### src/hdl/concat_volume_block_mapper_core_defines.svh
// Assertion macros for the concatenated-volume block mapper.
// Used by the top level only; expects signals clk and rst in scope.
`ifndef CONCAT_VOLUME_BLOCK_MAPPER_CORE_DEFINES_SVH
`define CONCAT_VOLUME_BLOCK_MAPPER_CORE_DEFINES_SVH

// A condition that must hold at every clock edge outside reset.
`define CVBM_ASSERT(label, cond, msg) \
  label: assert property (@(posedge clk) disable iff (rst) (cond)) else $error(msg);

// An implication checked in the same cycle.
`define CVBM_ASSERT_IMPL(label, ante, cons, msg) \
  label: assert property (@(posedge clk) disable iff (rst) (ante) |-> (cons)) else $error(msg);

// An implication whose consequent is checked in the cycle after the antecedent.
`define CVBM_ASSERT_NEXT(label, ante, cons, msg) \
  label: assert property (@(posedge clk) disable iff (rst) (ante) |=> (cons)) else $error(msg);

`endif

### src/hdl/cvbm_pkg.sv
// Shared types and constants of the concatenated-volume block mapper.
// No dependencies; every other file of the block but the defines header uses it.
package cvbm_pkg;

  localparam int NMEM     = 4;
  localparam int ADDR_W   = 48;
  localparam int POS_W    = ADDR_W + 1;
  localparam int CNT_W    = 32;
  localparam int KIND_W   = 2;
  localparam int IDX_W    = 2;
  localparam int SHIFT_W  = 5;
  localparam int MC_W     = 3;
  localparam int DATA_W   = 64;
  localparam int PADDR_W  = 6;
  localparam int REG_W    = 3;

  // Cycles for the member start chain and the volume size to settle after a write.
  localparam int SETTLE_CYCLES = NMEM + 2;
  localparam int SETTLE_W      = $clog2(SETTLE_CYCLES + 1);

  localparam logic [ADDR_W-1:0] ADDR_MAX = {ADDR_W{1'b1}};

  localparam logic [KIND_W-1:0] OP_READ  = 2'd0;
  localparam logic [KIND_W-1:0] OP_WRITE = 2'd1;
  localparam logic [KIND_W-1:0] OP_UNMAP = 2'd2;
  localparam logic [KIND_W-1:0] OP_FLUSH = 2'd3;

  localparam logic [REG_W-1:0] REG_STRIP_SHIFT  = 3'd0;
  localparam logic [REG_W-1:0] REG_MEMBER_COUNT = 3'd1;
  localparam logic [REG_W-1:0] REG_RAW0         = 3'd2;
  localparam logic [REG_W-1:0] REG_RAW1         = 3'd3;
  localparam logic [REG_W-1:0] REG_RAW2         = 3'd4;
  localparam logic [REG_W-1:0] REG_RAW3         = 3'd5;

  typedef struct packed {
    logic [KIND_W-1:0] opcode;
    logic [ADDR_W-1:0] volume_offset;
    logic [CNT_W-1:0]  block_count;
  } req_t;

  typedef struct packed {
    logic [KIND_W-1:0] kind;
    logic [IDX_W-1:0]  member_index;
    logic [ADDR_W-1:0] member_lba;
    logic [CNT_W-1:0]  piece_blocks;
    logic              range_error;
    logic              last_piece;
  } rsp_t;

  typedef struct packed {
    logic [SHIFT_W-1:0]           strip_shift;
    logic [MC_W-1:0]              n;
    logic [NMEM-1:0][ADDR_W-1:0] raw;
    logic                         written;
  } cfg_t;

  // Request as it walks down the row of member cells.
  typedef struct packed {
    logic              valid;
    logic [KIND_W-1:0] kind;
    logic [ADDR_W-1:0] off;
    logic [POS_W-1:0]  pos;
    logic [CNT_W-1:0]  rem;
    logic              err;
    logic              done;
    logic [IDX_W-1:0]  idx;
    logic [ADDR_W-1:0] lba;
  } tok_t;

  typedef struct packed {
    logic valid;
    rsp_t data;
  } piece_t;

  typedef struct packed {
    logic adv;
    logic fin_valid;
    logic fin_done;
  } col_status_t;

endpackage

### src/hdl/cvbm_collect.sv
// Piece collector: holds one piece back until the next one or the end of the
// request shows whether it is the last, and drives the result register.
// Depends on cvbm_pkg.
module cvbm_collect (
  input  logic                  clk,
  input  logic                  rst,
  input  cvbm_pkg::piece_t      piece_in,
  input  cvbm_pkg::tok_t        tok_in,
  input  logic                  rsp_ready,
  output logic                  rsp_valid,
  output cvbm_pkg::rsp_t        rsp,
  output cvbm_pkg::col_status_t status
);

  cvbm_pkg::tok_t fin;
  cvbm_pkg::rsp_t pend;
  logic           pend_v;
  logic           adv;
  logic           push_v;
  cvbm_pkg::rsp_t push_d;

  assign adv = !rsp_valid || rsp_ready;

  always_comb begin
    push_v = 1'b0;
    push_d = pend;
    if (fin.valid) begin
      push_v = 1'b1;
      if (fin.kind == cvbm_pkg::OP_READ || fin.kind == cvbm_pkg::OP_WRITE) begin
        push_d.kind         = fin.kind;
        push_d.member_index = fin.idx;
        push_d.member_lba   = fin.lba;
        push_d.piece_blocks = fin.rem;
        push_d.range_error  = fin.err;
        push_d.last_piece   = 1'b1;
      end else if (pend_v) begin
        push_d.last_piece = 1'b1;
      end else begin
        // The request starts at or past the volume end.
        push_d.kind         = fin.kind;
        push_d.member_index = '0;
        push_d.member_lba   = '0;
        push_d.piece_blocks = '0;
        push_d.range_error  = 1'b1;
        push_d.last_piece   = 1'b1;
      end
    end else if (piece_in.valid && pend_v) begin
      push_v = 1'b1;
    end
  end

  always_ff @(posedge clk) begin
    if (rst) begin
      fin.valid <= 1'b0;
      pend_v    <= 1'b0;
      rsp_valid <= 1'b0;
    end else if (adv) begin
      fin       <= tok_in;
      rsp_valid <= push_v;
      if (push_v) begin
        rsp <= push_d;
      end
      if (piece_in.valid) begin
        pend   <= piece_in.data;
        pend_v <= 1'b1;
      end else if (fin.valid) begin
        pend_v <= 1'b0;
      end
    end
  end

  assign status.adv       = adv;
  assign status.fin_valid = fin.valid;
  assign status.fin_done  = adv && fin.valid;

endmodule

### config.mk
export PLATFORM = sky130hd
export DESIGN_NAME = cvbm_collect
export DESIGN_NICKNAME = d
export VERILOG_FILES = /design/src/hdl/concat_volume_block_mapper_core_defines.svh /design/src/hdl/cvbm_pkg.sv /design/src/hdl/cvbm_collect.sv
export SDC_FILE = /design/constraint.sdc
export NUM_CORES = 1
export LEC_CHECK = 0
export CAP_MARGIN = 10
export CORE_ASPECT_RATIO = 0.5
export CORE_UTILIZATION = 45
export CTS_CLUSTER_DIAMETER = 80
export DETAILED_ROUTE_END_ITERATION = 16
export DONT_BUFFER_PORTS = 1
export PLACE_DENSITY = 0.65
export SLEW_MARGIN = 25
export SYNTH_ARGS = -nofsm -noshare
export SYNTH_HDL_FRONTEND = slang
export SYNTH_SLANG_ARGS = --single-unit
### constraint.sdc
create_clock -name clk -period 11.11 [get_ports clk]
set_clock_uncertainty 0.2 [all_clocks]
set_input_delay 2.7775 -clock clk [delete_from_list [all_inputs] [get_ports clk]]
set_output_delay 2.7775 -clock clk [all_outputs]
set_load 0.005 [all_outputs]
Word level (Yosys, flattened, before mapping) --
Index checks and enable logic that the tools add are counted.
Operators by class: bitwise operators 1, eq/ne operators 1, reductions and logical operators 11, muxes and demuxes 7
Operators with widths (count):
- $mux 86 | 2
- $mux 85 | 1
- $reduce_and 3->1 | 2
- $mux 1 | 4
- $reduce_and 2->1 | 2
- $eq 2x1->1 const B | 1
- $logic_and 1x1->1 | 2
- $logic_not 2->1 | 1
- $logic_or 1x1->1 | 2
- $reduce_bool 2->1 | 1
- $logic_not 1->1 | 1
- $not 1->1 | 1
Storage, ports and cells: logic and storage cells 40, input bits 274, register bits after elaboration 260, output and inout bits 90

Longest topological paths before layout --
Gate-level depths: netlist of the first run.
word-level depth 4, depth in mapped cells 5, depth with buffers taken out 4

Worst setup path after synthesis of the first run --
OpenSTA, ideal clock, no wires.
path type input to register, start input rst, end register rsp[0] (netlist bit), enable pin, slack 1.529 ns, setup time 0.637 ns, stages 1, path buffers 0, required time 10.273 ns, arrival 8.744 ns, cell sequence nor3_1
On the way: cells in the longest elaborated chain, start to end 2
Ends and longest elaborated chain:
- start, declared | RTL line cvbm_collect.sv:6 | input logic rst,
- $not 1->1 (no source line)
- $reduce_and 3->1 (no source line)
- end signal, assigned | RTL line cvbm_collect.sv:61 | rsp <= push_d;
- end, declared | RTL line cvbm_collect.sv:11 | output cvbm_pkg::rsp_t rsp,
Every way passes these cells. A chain may end at the register's enable or synchronous reset.

==> flow_summary.toml, run 1 <==
[clock_tree]
postCtsResizedCells = 0
cts_setup_buffers = 0
clk_pin_slew_ns = 0.07
cts_buffer_depth = 3
cts_max_level = 1
cts.sinks = 260
cts-root-buf = "clkbuf_16"
clk_latency_ns = 0.51
hold_buffers = 0
cts_tree = "done"
cts_buffers = 23

[finish]
final_nets = 671
syn_to_final_growth_pct = 11.4
drive_gt1_frac = 0.114

[logic_synthesis]
synthTopCellsByArea = "edfxtp_1 (88%), a22o_1 (8.2%), buf_6 (0.90%)"
yosysMostFrequentCell = "edfxtp_1"
synth_top_cell_area_share = 0.880
ys_seq_area_frac = 0.887
syn-cell-area_um2 = 8770
yosysTopAreaCell = "edfxtp_1"
ys.flop_type = "edfxtp_1"
syn-num-nets = 660
yosys_register_bits = 260
synth_cell_type_count = 19
ys_warn_count = 0
syn_area_per_cell_um2 = 22.7
async_flop_share = 0
netlist_instances = 386
synthTopCellsByCount = "edfxtp_1 (257), a22o_1 (82), buf_2 (9)"
synth_edf_count = 257

[timing]
worstMarginPinSlew_ns = 0.702
finalHoldViolations = 0
rsz0062_at_grt = "false"
fmax_ghz = 0.155
final-max-slew-violation-count = 0
fin_tns_setup_ns = 0
fin_crit_sh = 0.582
fin_crit_ns = 6.47
relSlewSlack = 0.532
finalSetupViolations = 0

[run]
cap_violations = 0

[worst_setup_path]
reg2regPathDepth = 5
crit_type = "in -> out"
critPathRequiredTime_ns = 8.13
critPathArrivalTime_ns = 3.49
crit_path_max_fanout = 4
endpoint_kind = "output pin"
startpoint_type = "input port"

[floorplan]
fp.dieW_um = 199
core_um2 = 18700
start_util = 0.468
ioPinCount = 364
die_y_um = 101
core.rowCount = 35
dieArea_um2 = 20100

[run_status]
outcome = "finished, final reports clean"

[grt]
antenna_found_initial = 1
grt_pass1_wl_um = 22900
track_usage = 0.158
grt_max_degree = 85
grt_pass1_vias = 3618
grt_overflow = 0

[pwr]
totalPowerFinal_mw = 2.02
p_int_mw = 1.62
p_per_area_nw_per_um2 = 207
switching_share = 0.200
p_sw_mw = 0.404
pwr-share-clk = 0.390
ir_worst_vdd_v = 0.000115
p_comb_frac = 0.034
p_leak_nw = 3.34
p_seq_frac = 0.577

[placement]
dpl.hpwl_um = 10400
globalplace.congestion = 0.712
port-buffer-count = 0

[detailed_routing]
vias = 3654
drcViolationCount = 0
via_per_inst = 5.44
final_antenna_net_count = 0
drtIter0Drc = 238
wl_per_cell_um = 24.7
dr.pass1.iters = 4
drt_wl_total_um = 16600

[worst_hold_path]
whs_path_depth = 1
hp-class = "reg -> reg"
[layout by cell type, fill, tap and decap left out]
| master | count |
|---|---|
| a21oi_1 | 5 |
| diode_2 | 1 |
| and2_1 | 1 |
| nand2_8 | 1 |
| and2_4 | 1 |
| nand2b_1 | 1 |
| clkinv_1 | 3 |
| or2_2 | 1 |
| bufinv_16 | 3 |
| and2b_2 | 1 |
| dfxtp_1 | 3 |
| nor2b_1 | 2 |
| o2bb2ai_1 | 1 |
| nor3_2 | 1 |
| nor2_4 | 1 |
| edfxtp_1 | 257 |
| inv_6 | 2 |
| clkinv_4 | 1 |
| inv_1 | 3 |
| nor2_1 | 1 |
| clkbuf_1 | 2 |
| nand2_1 | 3 |
| mux2_1 | 1 |
| a22o_1 | 82 |
| buf_4 | 6 |
| clkinv_2 | 6 |
| clkbuf_16 | 23 |
[state kept, by name (all words and copies together) (netlist names)]
name and flops:
fin 85, pend_v 1, rsp 86, pend 86, status 1, rsp_valid 1
[per-stage QoR]
step	instance area (µm²)	setup slack [ns]	instances	hold WS [ns]	util
after detailed placement	9020	4.62	631	0.287	0.481
after floorplan	8770	1.53	386	0.269	-
after CTS	9760	4.62	671	0.306	0.521
after global routing	9770	4.57	672	0.325	0.521
after global placement	9020	4.67	631	0.290	0.481
final	9770	4.64	672	0.301	0.521
[final timing paths]
kind	startpoint	to	slack [ns]
worst max register to register	rsp_valid	pend[37]	8.16
worst min-delay path	pend[0]	rsp[0]	0.30
worst max-delay path	rsp_ready	status[0]	4.64
worst min register to register	pend[0]	rsp[0]	0.30
[power by group through the flow]
| stage | Combinational, mW | Clock [mW] | Sequential, mW |
|---|---|---|---|
| 2_1_floorplan | 0.0525 | 0 | 1.19 |
| 3_3_place_gp | 0.0686 | 0 | 1.19 |
| 3_5_place_dp | 0.0704 | 0 | 1.19 |
| 4_1_cts | 0.0702 | 0.810 | 1.17 |
| 5_1_grt | 0.0751 | 0.845 | 1.17 |
| 6_report | 0.0682 | 0.788 | 1.17 |
[final cells by class]
cell class | count | area, µm²
fill | 1475 | 8970
sequential | 260 | 7780
multi-input combinational | 103 | 868
clock buffer | 25 | 583
tap | 259 | 324
clock inverter | 15 | 158
timing repair buffer | 6 | 45.0
inverter | 3 | 11.3
antenna | 1 | 2.50
[routing by layer]
layer  routed length, µm  share of wire  vias to the layer above  GRT usage
met5                   0              0                        -          0
met2                8830           0.53                      147      0.271
met4                 355          0.021                        0     0.0470
met1                6430           0.39                     1862      0.199
met3                 954          0.058                       28     0.0412
li1                    -              -                     1617          -
[logic make-up after synthesis]
family          count (synthesis)  synth area share
flops                         260             0.887
simple gates                   14           0.00827
compound gates                 88            0.0857
buf+inv                        23            0.0180
mux                             1           0.00128
[worst max-delay path, cell delays in order]
cell and delay [ns]:
nor2b_1 0.33, inv_1 0.16, and2_1 0.22
(Power assumes the default switching activity.)
==> run 2: changes to the inputs <==
--- a/config.mk
+++ b/config.mk
@@ -5,13 +5,14 @@
 export SDC_FILE = /design/constraint.sdc
 export NUM_CORES = 1
 export LEC_CHECK = 0
+export ABC_AREA = 1
 export CAP_MARGIN = 10
 export CORE_ASPECT_RATIO = 0.5
 export CORE_UTILIZATION = 45
 export CTS_CLUSTER_DIAMETER = 80
 export DETAILED_ROUTE_END_ITERATION = 16
 export DONT_BUFFER_PORTS = 1
-export PLACE_DENSITY = 0.65
+export PLACE_DENSITY = 0.67
 export SLEW_MARGIN = 25
 export SYNTH_ARGS = -nofsm -noshare
 export SYNTH_HDL_FRONTEND = slang
==> constraint.sdc (replaced) <==
create_clock -name clk -period 5.6 [get_ports clk]
set_clock_uncertainty 0.2 [all_clocks]
set_input_delay 1.4 -clock clk [delete_from_list [all_inputs] [get_ports clk]]
set_output_delay 1.4 -clock clk [all_outputs]
set_load 0.005 [all_outputs]
==> run 2 against run 1 <==
  * Combinational power grew to 2.6 times the previous value
  * Area after synthesis is 3.8% higher
  * Sequential power grew 99%
  * Sequential cell count unchanged
  * Largest cell class unchanged
  * Largest power group unchanged
==> flow_summary.toml, run 2 <==
[logic_synthesis]
synth_cell_type_count = 15
synth_top_cell_area_share = 0.848
ys_seq_area_frac = 0.854
async_flop_share = 0
syn-num-nets = 847
syn_area_per_cell_um2 = 15.9
ys_warn_count = 0
synthTopCellsByArea = "edfxtp_1 (85%), nand2_1 (7.3%), nand3_1 (4.7%)"
synth_edf_count = 257
yosysMostFrequentCell = "edfxtp_1"
ys.flop_type = "edfxtp_1"
netlist_instances = 573
yosys_register_bits = 260
syn-cell-area_um2 = 9100
synthTopCellsByCount = "edfxtp_1 (257), nand2_1 (176), nand3_1 (85)"
yosysTopAreaCell = "edfxtp_1"

[timing]
timing.final.ws_setup_ns = 2.18
fin_tns_setup_ns = 0
finalSetupViolations = 0
final-max-slew-violation-count = 0
fmax_ghz = 0.292
fin_crit_ns = 3.42
fin_crit_sh = 0.612
finalHoldViolations = 0
worstMarginPinSlew_ns = 0.764
whs_ns = 0.293
rsz0062_at_grt = "false"
relSlewSlack = 0.490

[floorplan]
dieArea_um2 = 20800
start_util = 0.464
core_um2 = 19600
ioPinCount = 364
die_y_um = 103
core.rowCount = 36
fp.dieW_um = 203

[worst_setup_path]
critPathRequiredTime_ns = 4.00
crit_slowest_cell = "nand2_1"
path_buf_inv = 2
endpoint_kind = "output pin"
critPathArrivalTime_ns = 1.82
crit_type = "in -> out"
path_cells = "inv_1 -> nand2_1 -> nand2_1 -> inv_1"
startpoint_type = "input port"
crit_path_max_fanout = 4
crit_family = "simple AND/OR/NAND/NOR gates"
critPathMaxStageDelay_ns = 0.16

[finish]
top_regs = "pend (86), rsp (86), fin (85)"
syn_to_final_growth_pct = 11.8
final_area_um2 = 10200
final_nets = 852
drive_gt1_frac = 0.0859
fillers = 1598
layout_commonest_cell = "edfxtp_1"
mostFrequentLayoutCells = "edfxtp_1 (257), nand2_1 (174), nand3_1 (85)"

[detailed_routing]
drtIter0Drc = 331
drt_wl_total_um = 18500
wl_met1_um = 7150
met2_length_um = 9720
final_antenna_net_count = 0
drcViolationCount = 0
dr.pass1.iters = 5
vias = 4479
highest_layer = "met4"
wl_per_cell_um = 21.4
via_per_inst = 5.20
route.met3.wl_um = 1140

[pwr]
p_per_area_nw_per_um2 = 403
switching_share = 0.206
p_leak_nw = 3.70
p_sw_mw = 0.845
totalPowerFinal_mw = 4.11
p_comb_frac = 0.042
p_seq_frac = 0.566
pwr-share-clk = 0.391
p_int_mw = 3.26
ir_worst_vdd_v = 0.000235

[grt]
grt_pass1_vias = 4199
grt_pass1_wl_um = 25700
grt_overflow = 0
antenna_found_initial = 1
grt_max_degree = 67
track_usage = 0.170

[placement]
globalplace.congestion = 0.725
place_ws_ns = 2.16
dpl.hpwl_um = 11300
port-buffer-count = 0
postPlaceCellArea_um2 = 9410

[run]
cap_violations = 0

[clock_tree]
hold_buffers = 0
cts_buffers = 23
cts_max_level = 1
postCtsResizedCells = 0
cts_setup_buffers = 0
clk_pin_slew_ns = 0.07
clk_latency_ns = 0.51
cts-root-buf = "clkbuf_16"
cts_tree = "done"
cts_buffer_depth = 3
cts.sinks = 260

[worst_hold_path]
hp-class = "reg -> reg"

[run_status]
outcome = "finished, final reports clean"
-- run 2: cell count changes after synthesis, sizes merged, moves of 3 or more --
cell	previous run	this run
buf	18	23
nand3	0	85
nor2	2	5
a22o	82	0
clkbuf	2	6
nand2	4	176
inv	3	12
-- run 2: logic make-up (layout without fill, tap and decap cells) --
family                 Yosys count  after routing  share of synthesized area
and+or+nand+nor                269            269                      0.123
DFF                            260            260                      0.854
AOI/OAI and AO/OA                3              3                    0.00165
other                            0              2                          0
buffers and inverters           41             62                     0.0206
-- run 2: path summary, 6_finish.rpt --
kind | start | endpoint | slack [ns] | cells after the start
max | rsp_ready | status[0] | 2.18 | 4
min | pend[0] | rsp[0] | 0.29 | 1
max reg2reg | status[1] | rsp[1] | 2.91 | 6
min reg2reg | pend[0] | rsp[0] | 0.29 | 1
-- run 2: cell type report --
cell class,count,area [µm²],share of cell area
Clock buffer,31,636,0.0624
Tap cell,266,333,0.0327
Clock inverter,10,131,0.0129
Sequential cell,260,7780,0.764
Inverter,12,46.3,0.00455
Multi-Input combinational cell,272,1170,0.115
Timing Repair Buffer,9,80.1,0.00787
Antenna cell,2,5.00,0.000492
-- run 2: routing by layer --
metal | GRT usage | up-vias
met4 | 0.0584 | 0
met3 | 0.0468 | 33
li1 | - | 2065
met5 | 0 | -
met2 | 0.292 | 181
met1 | 0.211 | 2200
-- run 2: metrics by stage --
stage	instances	util
3_5_place_dp	819	0.479
2_1_floorplan	573	-
5_1_grt	861	0.518
4_1_cts	860	0.518
6_report	862	0.518
3_3_place_gp	819	0.479
-- run 2: power by group through the flow --
stage	clock network (mW)	logic (mW)	registers (mW)
CTS	1.64	0.176	2.33
floorplan	0	0.124	2.36
finish	1.61	0.174	2.33
global route	1.72	0.196	2.34
detailed placement	0	0.176	2.37
global placement	0	0.171	2.37
==> run 3: changes to the inputs <==
--- a/config.mk
+++ b/config.mk
@@ -5,14 +5,14 @@
 export SDC_FILE = /design/constraint.sdc
 export NUM_CORES = 1
 export LEC_CHECK = 0
-export ABC_AREA = 1
+export ABC_AREA = 0
 export CAP_MARGIN = 10
 export CORE_ASPECT_RATIO = 0.5
 export CORE_UTILIZATION = 45
 export CTS_CLUSTER_DIAMETER = 80
 export DETAILED_ROUTE_END_ITERATION = 16
 export DONT_BUFFER_PORTS = 1
-export PLACE_DENSITY = 0.67
+export PLACE_DENSITY = 0.65
 export SLEW_MARGIN = 25
 export SYNTH_ARGS = -nofsm -noshare
 export SYNTH_HDL_FRONTEND = slang
==> constraint.sdc (replaced) <==
create_clock -name clk -period 3.45 [get_ports clk]
set_clock_uncertainty 0.2 [all_clocks]
set_input_delay 0.8625 -clock clk [delete_from_list [all_inputs] [get_ports clk]]
set_output_delay 0.8625 -clock clk [all_outputs]
set_load 0.005 [all_outputs]
==> run 3 against run 2 <==
  * Register-to-register slack got worse by 1.7 ns
  * Via count fell by 18%
  * Routed wire length fell by 9.4%
  * Clock power rose by 43%
  * Cell count fell by 22%
  * Total power rose by 53%
  * Combinational power rose by 31%
  * Critical path type is now reg -> out
  * Sequential share of layout area rose by 3.4 points
  * Design area fell by 4.2%
  * Hold slack got worse by 0.085 ns
  * Critical path depth fell by 1
==> flow_summary.toml, run 3 (same netlist as run 1, synthesis figures left out) <==
[timing]
timing.final.ws_setup_ns = 0.892
worstMarginPinSlew_ns = 1.03
fmax_ghz = 0.391
whs_ns = 0.208
finalHoldViolations = 0
rsz0062_at_grt = "false"
finalSetupViolations = 0
final-max-slew-violation-count = 0
fin_crit_sh = 0.741
relSlewSlack = 0.314
fin_crit_ns = 2.56

[worst_hold_path]
whs_path_depth = 1
holdPathEnd = "rsp_valid"
min_from = "rst"
hp-class = "in -> reg"

[clock_tree]
cts_max_level = 1
cts-root-buf = "clkbuf_16"
postCtsResizedCells = 0
cts_buffers = 23
cts_buffer_depth = 3
hold_buffers = 0
clk_latency_ns = 0.52
cts.sinks = 260
clk_pin_slew_ns = 0.07
cts_setup_buffers = 0
cts_tree = "done"

[worst_setup_path]
r2r_slack_ns = 1.26
crit_path_max_fanout = 4
startpoint_type = "flop"
critPathArrivalTime_ns = 1.50
r2r_start = "status[1]"
critPathRequiredTime_ns = 2.39
crit_type = "reg -> out"
endpoint_kind = "output pin"
path_cells = "nor2b_4 -> inv_1 -> and2_1"
r2r-end = "rsp[84]"
critPathMaxStageDelay_ns = 0.37
crit_slowest_cell = "dfxtp_1"
reg2regPathDepth = 2

[finish]
final_nets = 673
fin_cells = 676
syn_to_final_growth_pct = 11.2
top_regs = "pend (86), rsp (86), fin (85)"
layout_commonest_cell = "edfxtp_1"
final_area_um2 = 9750
final_util = 0.520
mostFrequentLayoutCells = "edfxtp_1 (257), a22o_1 (82), clkbuf_16 (23)"
drive_gt1_frac = 0.113
fillers = 1486

[placement]
dpl.hpwl_um = 10400
place_ws_ns = 0.976
port-buffer-count = 0
postPlaceCellArea_um2 = 9080
globalplace.congestion = 0.722
dp.cells = 633

[floorplan]
core_um2 = 18700
core.rowCount = 35
die_y_um = 101
fp.dieW_um = 199
ioPinCount = 364
start_util = 0.468
dieArea_um2 = 20100

[pwr]
p_comb_frac = 0.036
p_sw_mw = 1.30
p_leak_nw = 3.32
p_seq_frac = 0.596
p_per_area_nw_per_um2 = 646
switching_share = 0.207
p_int_mw = 5.00
ir_worst_vdd_v = 0.000360
pwr-share-clk = 0.367

[grt]
antenna_found_initial = 3
grt_overflow = 0
grt_pass1_vias = 3719
grt_max_degree = 87
grt_pass1_wl_um = 23400
track_usage = 0.161

[detailed_routing]
final_antenna_net_count = 0
dr.pass1.iters = 4
vias = 3689
drt_wl_total_um = 16800
via_per_inst = 5.46
wl_per_cell_um = 24.8
drtIter0Drc = 180
drcViolationCount = 0

[run_status]
outcome = "finished, final reports clean"

[run]
cap_violations = 0
==> run 3: cell types whose count changed in the layout (fill, tap and decap cells not counted), moves of 2 or more <==
cell        change
a22o_1         +82
buf_4           -2
bufinv_16       -3
clkbuf_1        -3
clkbuf_8        -3
clkinv_1        +7
clkinvlp_4      +2
inv_1           -7
nand2_1       -171
nand3_1        -85
nor2_1          -3
==> run 3: how the worst max path moves through the flow <==
stage | endpoint | slack, ns | from | cells past startpoint
4_1_cts | status[0] | 0.86 | rsp_valid | 3
3_3_place_gp | status[0] | 0.98 | rsp_ready | 3
3_5_place_dp | pend[26] | 0.98 | rsp_ready | 4
5_1_grt | status[0] | 0.84 | rsp_valid | 3
6_report | status[0] | 0.89 | rsp_valid | 3
2_1_floorplan | pend[0] | -0.71 | rsp_ready | 3
==> run 3: cell type report <==
type                       instances  area [µm²]  share of cell area
inverter                           3        11.3             0.00116
clock inverter                    16        85.1             0.00873
antenna                            2        5.00            0.000513
sequential                       260        7780               0.798
multi-input combinational        103         878              0.0901
timing repair buffer               8        85.1             0.00873
clock buffer                      25         583              0.0598
tap                              259         324              0.0332
==> run 3: routing by layer <==
layer	vias to the layer above	global-route usage	share of wire
met4	4	0.0593	0.030
met2	120	0.275	0.51
met1	1901	0.193	0.39
met5	-	0	0.0014
li1	1628	-	-
met3	36	0.0509	0.063
==> run 3: worst max-delay path: cells and delay by family, from the launching register on <==
family,cells,cell delay [ns]
DFF,1,0.37
and+or+nand+nor,2,0.47
buffers and inverters,1,0.14
==> run 3: power by group through the flow <==
stage / logic [mW] / registers [mW] / clock network (mW)
floorplan: 0.173 / 3.80 / 0
global placement: 0.230 / 3.82 / 0
detailed placement: 0.235 / 3.83 / 0
CTS: 0.235 / 3.76 / 2.38
global route: 0.252 / 3.77 / 2.49
finish: 0.228 / 3.76 / 2.31
==> run 3: metrics by stage <==
| step | total power, mW | TNS (ns) |
|---|---|---|
| floorplan | 3.98 | -75.30 |
| global placement | 4.05 | 0 |
| detailed placement | 4.06 | 0 |
| CTS | 6.37 | 0 |
| global route | 6.52 | 0 |
| finish | 6.30 | 0 |
